$ cat src/hdl/rqs_pkg.sv
// ----------------------------------------------------------------------------
// rqs_pkg: shared types and constants of the sequence reorder queue
// Holds the command and status codes and the default sizes of the queue.
// ----------------------------------------------------------------------------
package rqs_pkg;

  localparam int unsigned DEPTH_DEF     = 16;
  localparam int unsigned DATA_BITS_DEF = 32;
  localparam int unsigned SEQ_BITS_DEF  = 16;

  localparam int unsigned CMD_W    = 2;
  localparam int unsigned STATUS_W = 3;

  typedef enum logic [CMD_W-1:0] {
    CMD_PUSH  = 2'd0,
    CMD_POP   = 2'd1,
    CMD_CLOSE = 2'd2,
    CMD_NOP   = 2'd3
  } cmd_t;

  typedef enum logic [STATUS_W-1:0] {
    ST_OK       = 3'd0,
    ST_WINDOW   = 3'd1,
    ST_EMPTY    = 3'd2,
    ST_CLOSED   = 3'd3,
    ST_OCCUPIED = 3'd4
  } status_t;

  typedef struct packed {
    logic    valid;
    status_t status;
    logic    item_valid;
  } res_ctl_t;

endpackage

$ cat src/hdl/rqs_ram.sv
// ----------------------------------------------------------------------------
// rqs_ram: slot store of the sequence reorder queue
// One write port and one read port; the read data is registered.
// ----------------------------------------------------------------------------
module rqs_ram #(
  parameter int unsigned DEPTH = rqs_pkg::DEPTH_DEF,
  parameter int unsigned WIDTH = rqs_pkg::DATA_BITS_DEF + 1
) (
  input  logic                     clk,
  input  logic                     we,
  input  logic [$clog2(DEPTH)-1:0] waddr,
  input  logic [WIDTH-1:0]         wdata,
  input  logic                     re,
  input  logic [$clog2(DEPTH)-1:0] raddr,
  output logic [WIDTH-1:0]         rdata
);

  logic [WIDTH-1:0] mem [DEPTH];

  always_ff @(posedge clk) begin
    if (we) begin
      mem[waddr] <= wdata;
    end
  end

  always_ff @(posedge clk) begin
    if (re) begin
      rdata <= mem[raddr];
    end
  end

endmodule

$ cat src/hdl/reorder_queue_by_sequence_top.sv
// ----------------------------------------------------------------------------
// reorder_queue_by_sequence_top: reorder buffer keyed by sequence number
// Pushes store tagged payloads in a window of DEPTH slots from the head; pops
// hand out the head payload in sequence order; close stops further pushes.
// ----------------------------------------------------------------------------
// The queue takes one command word per clock cycle unless the pipeline stalls
// and returns exactly one result word per command from its output register.
// Each command reads one slot of the slot memory in its first stage and is
// decided and written back in its second, with the last write forwarded to
// the next command. A result word held by a low out_tready stalls the whole
// pipeline, and in_tready then drops once the input register is occupied.
// After reset the slot memory is cleared one slot per cycle, and in_tready
// stays low until that pass is complete.
module reorder_queue_by_sequence_top #(
  parameter int unsigned DEPTH     = rqs_pkg::DEPTH_DEF,
  parameter int unsigned DATA_BITS = rqs_pkg::DATA_BITS_DEF,
  parameter int unsigned SEQ_BITS  = rqs_pkg::SEQ_BITS_DEF,
  localparam int unsigned IN_W  =
    ((rqs_pkg::CMD_W + SEQ_BITS + DATA_BITS + 7) / 8) * 8,
  localparam int unsigned OUT_W =
    ((rqs_pkg::STATUS_W + 1 + DATA_BITS + SEQ_BITS + 7) / 8) * 8
) (
  input  logic             clk,
  input  logic             rst_n,
  input  logic             in_tvalid,
  output logic             in_tready,
  input  logic [IN_W-1:0]  in_tdata,   // command, seq_tag, payload
  output logic             out_tvalid,
  input  logic             out_tready,
  output logic [OUT_W-1:0] out_tdata   // status, item_valid, item_data, item_tag
);

  localparam int unsigned IDX_W = $clog2(DEPTH);
  localparam int unsigned CW    = (SEQ_BITS > IDX_W + 1) ? SEQ_BITS : IDX_W + 1;
  localparam int unsigned WORD_W = DATA_BITS + 1;
  localparam int unsigned TAG_LO = rqs_pkg::CMD_W;
  localparam int unsigned PAY_LO = rqs_pkg::CMD_W + SEQ_BITS;

  logic en;
  logic in_acc;

  logic                 clr_active_r;
  logic [IDX_W-1:0]     clr_cnt_r;

  logic                 s1_valid_r;
  rqs_pkg::cmd_t        s1_cmd_r;
  logic [SEQ_BITS-1:0]  s1_tag_r;
  logic [DATA_BITS-1:0] s1_pay_r;

  logic                 s2_valid_r;
  rqs_pkg::cmd_t        s2_cmd_r;
  logic [DATA_BITS-1:0] s2_pay_r;
  logic [IDX_W-1:0]     s2_addr_r;
  logic                 s2_win_r;

  logic                 fwd_hit_r;
  logic [WORD_W-1:0]    fwd_word_r;

  logic [IDX_W-1:0]     head_idx_r;
  logic [IDX_W-1:0]     head_idx_nxt;
  logic [SEQ_BITS-1:0]  head_seq_r;
  logic [SEQ_BITS-1:0]  head_seq_nxt;
  logic                 closed_r;
  logic                 closed_nxt;

  logic                 out_valid_r;
  logic [OUT_W-1:0]     out_data_r;
  logic [OUT_W-1:0]     out_data_nxt;

  logic [SEQ_BITS-1:0]  s1_dist;
  logic [CW-1:0]        s1_dist_ext;
  logic                 s1_win;
  logic [IDX_W:0]       s1_sum;
  logic [IDX_W-1:0]     s1_slot;
  logic [IDX_W-1:0]     s1_addr;

  logic [WORD_W-1:0]    rd_word;
  logic [WORD_W-1:0]    s2_word;
  logic                 s2_full;
  logic                 s2_wr;
  logic [WORD_W-1:0]    s2_wdata;
  rqs_pkg::res_ctl_t    s2_res;
  logic [DATA_BITS-1:0] s2_item_data;
  logic [SEQ_BITS-1:0]  s2_item_tag;

  logic                 ram_we;
  logic [IDX_W-1:0]     ram_waddr;
  logic [WORD_W-1:0]    ram_wdata;

  assign en        = !out_valid_r || out_tready;
  assign in_tready = !clr_active_r && (en || !s1_valid_r);
  assign in_acc    = in_tvalid && in_tready;

  // Address of the first stage, taken against the head as the second stage leaves it.
  assign s1_dist     = s1_tag_r - head_seq_nxt;
  assign s1_dist_ext = CW'(s1_dist);
  assign s1_win      = s1_dist_ext < CW'(DEPTH);
  assign s1_sum      = {1'b0, s1_dist_ext[IDX_W-1:0]} + {1'b0, head_idx_nxt};
  assign s1_slot     = (s1_sum >= (IDX_W+1)'(DEPTH)) ?
                       IDX_W'(s1_sum - (IDX_W+1)'(DEPTH)) : s1_sum[IDX_W-1:0];
  assign s1_addr     = (s1_cmd_r == rqs_pkg::CMD_PUSH) ? s1_slot : head_idx_nxt;

  assign s2_word = fwd_hit_r ? fwd_word_r : rd_word;
  assign s2_full = s2_word[WORD_W-1];

  always_comb begin
    s2_res.valid      = s2_valid_r;
    s2_res.status     = rqs_pkg::ST_OK;
    s2_res.item_valid = 1'b0;
    s2_wr             = 1'b0;
    s2_wdata          = {1'b1, s2_pay_r};
    s2_item_data      = '0;
    s2_item_tag       = '0;
    head_idx_nxt      = head_idx_r;
    head_seq_nxt      = head_seq_r;
    closed_nxt        = closed_r;
    if (s2_valid_r) begin
      unique case (s2_cmd_r)
        rqs_pkg::CMD_PUSH: begin
          priority if (closed_r) begin
            s2_res.status = rqs_pkg::ST_CLOSED;
          end else if (!s2_win_r) begin
            s2_res.status = rqs_pkg::ST_WINDOW;
          end else if (s2_full) begin
            s2_res.status = rqs_pkg::ST_OCCUPIED;
          end else begin
            s2_wr = 1'b1;
          end
        end
        rqs_pkg::CMD_POP: begin
          if (s2_full) begin
            s2_res.item_valid = 1'b1;
            s2_item_data      = s2_word[DATA_BITS-1:0];
            s2_item_tag       = head_seq_r;
            s2_wr             = 1'b1;
            s2_wdata          = {1'b0, s2_word[DATA_BITS-1:0]};
            head_idx_nxt      = (head_idx_r == IDX_W'(DEPTH - 1)) ? '0 : head_idx_r + 1'b1;
            head_seq_nxt      = head_seq_r + 1'b1;
          end else if (closed_r) begin
            s2_res.status = rqs_pkg::ST_CLOSED;
          end else begin
            s2_res.status = rqs_pkg::ST_EMPTY;
          end
        end
        rqs_pkg::CMD_CLOSE: begin
          closed_nxt = 1'b1;
        end
        rqs_pkg::CMD_NOP: begin
        end
        default: begin
        end
      endcase
    end
  end

  assign out_data_nxt = OUT_W'({s2_item_tag, s2_item_data, s2_res.item_valid, s2_res.status});

  assign ram_we    = clr_active_r || (en && s2_wr);
  assign ram_waddr = clr_active_r ? clr_cnt_r : s2_addr_r;
  assign ram_wdata = clr_active_r ? '0 : s2_wdata;

  rqs_ram #(
    .DEPTH (DEPTH),
    .WIDTH (WORD_W)
  ) u_ram (
    .clk   (clk),
    .we    (ram_we),
    .waddr (ram_waddr),
    .wdata (ram_wdata),
    .re    (en),
    .raddr (s1_addr),
    .rdata (rd_word)
  );

  always_ff @(posedge clk) begin
    if (!rst_n) begin
      clr_active_r <= 1'b1;
      clr_cnt_r    <= '0;
      s1_valid_r   <= 1'b0;
      s2_valid_r   <= 1'b0;
      out_valid_r  <= 1'b0;
      fwd_hit_r    <= 1'b0;
      head_idx_r   <= '0;
      head_seq_r   <= '0;
      closed_r     <= 1'b0;
    end else begin
      if (clr_active_r) begin
        clr_cnt_r <= clr_cnt_r + 1'b1;
        if (clr_cnt_r == IDX_W'(DEPTH - 1)) begin
          clr_active_r <= 1'b0;
        end
      end
      if (en || !s1_valid_r) begin
        s1_valid_r <= in_acc;
      end
      if (en) begin
        s2_valid_r  <= s1_valid_r;
        out_valid_r <= s2_valid_r;
        fwd_hit_r   <= s2_wr && (s2_addr_r == s1_addr);
        head_idx_r  <= head_idx_nxt;
        head_seq_r  <= head_seq_nxt;
        closed_r    <= closed_nxt;
      end
    end
  end

  always_ff @(posedge clk) begin
    if (en || !s1_valid_r) begin
      s1_cmd_r <= rqs_pkg::cmd_t'(in_tdata[rqs_pkg::CMD_W-1:0]);
      s1_tag_r <= in_tdata[TAG_LO +: SEQ_BITS];
      s1_pay_r <= in_tdata[PAY_LO +: DATA_BITS];
    end
    if (en) begin
      s2_cmd_r   <= s1_cmd_r;
      s2_pay_r   <= s1_pay_r;
      s2_addr_r  <= s1_addr;
      s2_win_r   <= s1_win;
      fwd_word_r <= s2_wdata;
      out_data_r <= out_data_nxt;
    end
  end

  assign out_tvalid = out_valid_r;
  assign out_tdata  = out_data_r;

  a_item_ok : assert property (@(posedge clk) disable iff (!rst_n)
    out_tvalid && out_tdata[rqs_pkg::STATUS_W] |->
      out_tdata[rqs_pkg::STATUS_W-1:0] == rqs_pkg::ST_OK)
    else $error("delivered item without ok status");

  a_head_step : assert property (@(posedge clk) disable iff (!rst_n)
    en && s2_res.valid && s2_res.item_valid |=>
      head_seq_r == $past(head_seq_r) + 1'b1)
    else $error("head sequence did not advance on a pop");

  a_clear_idle : assert property (@(posedge clk) disable iff (!rst_n)
    clr_active_r |-> !s1_valid_r && !s2_valid_r && !out_valid_r)
    else $error("command in flight during slot clearing");

endmodule
$ cat config.mk
export PLATFORM = sky130hd
export DESIGN_NAME = reorder_queue_by_sequence_top
export DESIGN_NICKNAME = d
export VERILOG_FILES = /design/src/hdl/rqs_pkg.sv /design/src/hdl/rqs_ram.sv /design/src/hdl/reorder_queue_by_sequence_top.sv
export SDC_FILE = /design/constraint.sdc
export NUM_CORES = 1
export LEC_CHECK = 0
export BUFFER_PORTS_ARGS = -buffer_cell sky130_fd_sc_hd__clkbuf_2
export CAP_MARGIN = 20
export CORE_MARGIN = 5
export CORE_UTILIZATION = 45
export CTS_BUF_LIST = sky130_fd_sc_hd__clkbuf_8 sky130_fd_sc_hd__clkbuf_16
export DETAILED_ROUTE_END_ITERATION = 10
export GPL_TIMING_DRIVEN = 0
export PLACE_DENSITY = 0.73
export SYNTH_ARGS = -nofsm -noshare
export SYNTH_HDL_FRONTEND = slang
export SYNTH_HIERARCHICAL = 1
export SYNTH_SLANG_ARGS = --single-unit
$ cat constraint.sdc
create_clock -name clk -period 12.76 [get_ports clk]
set_input_delay 1.276 -clock clk [delete_from_list [all_inputs] [get_ports clk]]
set_output_delay 1.276 -clock clk [all_outputs]
set_load 0.01 [all_outputs]
==> results.py <==
metrics = {
    "synthesis": {
        "synthFlopType": "edfxtp_1",
        "synth_area_mm2": 0.0303,
        "avgSynthCellArea_um2": 19.2,
        "synth_top_cell_by_area": "edfxtp_1",
        "synth_top_area_share_pct": 72.9,
        "ys_top_cells_by_area": "edfxtp_1, mux4_2, dfxtp_1",
        "netlist_instances": 1576,
        "synthArstFlopShare_pct": 0,
        "ys_ff_latch": 765,
        "synth_cell_types": 75,
        "yosys_warnings": 6,
        "seq_area_frac_synth_pct": 74.9,
        "synth_edf_count": 735,
    },
    "place": {
        "pre_cts_ws_ns": 6.06,
        "gp_congestion": 0.868,
        "hpwlAfterDp_um": 41700,
        "placed_cells": 2587,
        "place_area_mm2": 0.0325,
        "port_buffers": 106,
    },
    "route": {
        "wirelength_met1_um": 26200,
        "route.detailed.drc": 0,
        "wl_met3_um": 4770,
        "route.detailed.wl_per_inst_um": 24.4,
        "wl_met2_um": 33700,
        "highest_layer": "met4",
        "wirelength_um": 66400,
        "ant_nets": 0,
        "dr.pass1.iters": 5,
        "num_vias": 15700,
        "viasPerCell": 5.77,
        "drt_iter0_drc": 1665,
    },
    "timing": {
        "tightest_slew_ns": 1.11,
        "grt_setup_unrepaired": "no",
        "fin_skew_ns": 0.0180,
        "maxSlewHeadroom_pct": 25.9,
        "finalSetupViolations": 0,
        "layout_setup_ws_ns": 6.02,
        "setup_tns_ns": 0,
        "fmax_mhz": 148,
        "fin_crit_ns": 6.74,
        "period_share_pct": 52.9,
        "finalHoldViolations": 0,
        "final-max-slew-violation-count": 0,
    },
    "grt": {
        "grt.overflow.total": 0,
        "antenna_found_initial": 0,
        "grtUsageTotal_pct": 18.0,
        "grt_pass1_vias": 16000,
        "grt_max_degree": 68,
        "grt_first_pass_wirelength_um": 99900,
    },
    "setup_path": {
        "cp-startpoint": "fwd_hit_r",
        "max_stage_delay_ns": 0.70,
        "crit_fanout": 10,
        "path_depth": 19,
        "cp_top_family": "buffers and inverters",
        "path_buf_inv": 9,
        "cp_slowest_cell": "clkbuf_1",
        "rr_startpoint": "fwd_hit_r",
        "cp_cell_sequence": "buf_4 -> mux2i_4 -> nor2_4 -> inv_2 -> clkbuf_1 -> clkbuf_1 -> xnor2_1 -> ha_1 -> inv_1 -> fa_1 -> inv_1 -> fa_1 -> mux2i_1 -> buf_2 -> buf_2 -> clkbuf_1 -> mux4_1 -> a22oi_1 -> nand2_1",
        "cp-start-kind": "flop",
        "path_class": "flop to flop",
        "cp-end-kind": "flop",
        "arrival_ns": 7.08,
        "rr_worst_depth": 19,
        "required_ns": 13.09,
        "crit_path_frequent_cell": "clkbuf_1",
    },
    "final_layout": {
        "nNetsFinal": 1872,
        "multiInputGateArea_mm2": 0.00718,
        "drive_gt1_share_pct": 23.7,
        "postLayoutCellArea_mm2": 0.0351,
        "stdcell_count": 2725,
        "nFillCells": 5087,
        "register_area_mm2": 0.0227,
        "areaGrowthSynthToFinish_pct": 15.9,
        "insertedDiodeCount": 0,
    },
    "floorplan": {
        "die_w_um": 269,
        "rows": 95,
        "start_util_pct": 45.2,
        "core_mm2": 0.0669,
        "die-area_mm2": 0.0726,
        "die_h_um": 269,
        "pin_count": 118,
    },
    "power": {
        "ir_drop_uv": 97.3,
        "pwr-share-clk_pct": 43.2,
        "sw_frac_of_total_pct": 20.1,
        "combPwrFrac_pct": 4.0,
        "p_seq_share_pct": 52.9,
        "leakage_nw": 12.5,
        "switchingPower_mw": 1.08,
        "p_int_mw": 4.27,
        "power_density_mw_per_mm2": 152,
        "power.total_mw": 5.35,
    },
    "flow_run": {
        "cap_violations": 0,
    },
    "cts": {
        "clock_path_buffers": 3,
        "ctsHoldBuffers": 0,
        "htree_levels": 3,
        "cts_made_buffers": 78,
        "clkSinkCount": 765,
        "path_clk_slew_ns": 0.06,
        "post_cts_buffers": 0,
        "cts_resized": 0,
        "cts_tree": "built",
        "cts_root_buf": "clkbuf_16",
        "insertion_delay_ns": 0.61,
    },
    "worst_hold_path": {
        "hold-path-cell-count": 0,
        "min_path_type": "flop to flop",
        "min_from": "s1_pay_r[26]",
    },
    "outcome": {
        "status": "complete, no violations",
    },
}
-- cells by family after synthesis --
logic type	count (synthesis)	synth area share (%)
compound gates	177	4.42
mux	177	11.6
fa+ha+maj	23	0.963
other cells	1	0.0124
simple gates	284	4.72
xor+xnor	49	1.58
buf+inv	100	1.80
flops	765	74.9
-- Yosys cell counts, types with 17 or more instances --
cell type and instances:
a21o_1 35, a22oi_1 67, and2_1 19, and3_1 17, clkbuf_1 51, dfxtp_1 30, edfxtp_1 735, mux2i_1 37
mux4_1 19, mux4_2 113, nand2_1 72, nor2_1 76, nor2b_1 39, xnor2_1 26, xor2_1 19
-- routing by layer --
layer | vias up | global-route usage [%]
met1 | 8118 | 23.8
met2 | 708 | 30.7
li1 | 6791 | -
met4 | 0 | 4.95
met5 | - | 0
met3 | 118 | 3.63
-- registers in the layout, summed over array words and instances, names as in the netlist --
signal,cells
s1_pay_r,32
s1_cmd_r,2
s2_pay_r,32
head_seq_r,16
fwd_word_r,33
s2_cmd_r,2
fwd_hit_r,1
u_ram/mem,528
out_tvalid,1
s1_tag_r,16
u_ram/rdata,33
clr_active_r,1
clr_cnt_r,4
out_tdata,52
s1_valid_r,1
s2_win_r,1
s2_valid_r,1
closed_r,1
head_idx_r,4
s2_addr_r,4
-- per-stage QoR --
stage               util, %  hold WS [ns]
CTS                    52.4         0.416
global route           52.5         0.423
finish                 52.5         0.415
floorplan                 -         0.400
detailed placement     48.5         0.405
global placement       47.7         0.402
-- power by group through the flow --
stage               Combinational [mW]  Sequential [mW]  Clock, mW
finish                           0.213             2.83       2.31
global route                     0.227             2.83       2.46
CTS                              0.214             2.83       2.35
detailed placement               0.211             2.88          0
global placement                 0.193             2.88          0
floorplan                        0.135             2.87          0
-- cells in the final DEF, fill, tap and decap left out, types with 15 or more instances in the layout --
cell / synthesis / final
edfxtp_1: 735 / 735
mux4_2: 113 / 113
clkbuf_2: 0 / 106
clkbuf_16: 0 / 81
nand2_1: 72 / 71
a22oi_1: 67 / 67
nor2_1: 76 / 64
clkbuf_1: 51 / 50
nor2b_1: 39 / 39
mux2i_1: 37 / 37
a21o_1: 35 / 35
dfxtp_1: 30 / 30
xnor2_1: 26 / 26
inv_1: 15 / 23
xor2_1: 19 / 19
and2_1: 19 / 19
buf_12: 6 / 19
mux4_1: 19 / 19
and3_1: 17 / 17
buf_6: 2 / 16
ha_1: 15 / 15
clkinv_2: 0 / 15
-- cell type report --
class | instances | area share (%)
Clock buffer | 81 | 5.77
Clock inverter | 56 | 1.64
Sequential cell | 765 | 64.6
Timing Repair Buffer | 136 | 2.84
Tap cell | 873 | 3.11
Buffer | 84 | 1.39
Inverter | 16 | 0.171
Multi-Input combinational cell | 714 | 20.5
-- worst paths after layout --
kind	end	slack [ns]
max reg2reg	u_ram/rdata[20]	6.02
min	s2_pay_r[26]	0.42
max	u_ram/rdata[20]	6.02
min reg2reg	s2_pay_r[26]	0.42
-- worst reg2reg max path, cell delays in order (launching register included) --
cell      delay (ns)
dfxtp_1         0.30
buf_4           0.23
mux2i_4         0.46
nor2_4          0.16
inv_2           0.13
clkbuf_1        0.62
clkbuf_1        0.71
xnor2_1         0.21
ha_1            0.19
inv_1           0.05
fa_1            0.51
inv_1           0.07
fa_1            0.46
mux2i_1         0.40
buf_2           0.30
buf_2           0.31
clkbuf_1        0.59
mux4_1          0.40
a22oi_1         0.23
nand2_1         0.14
Power figures use the tool's default switching activity.
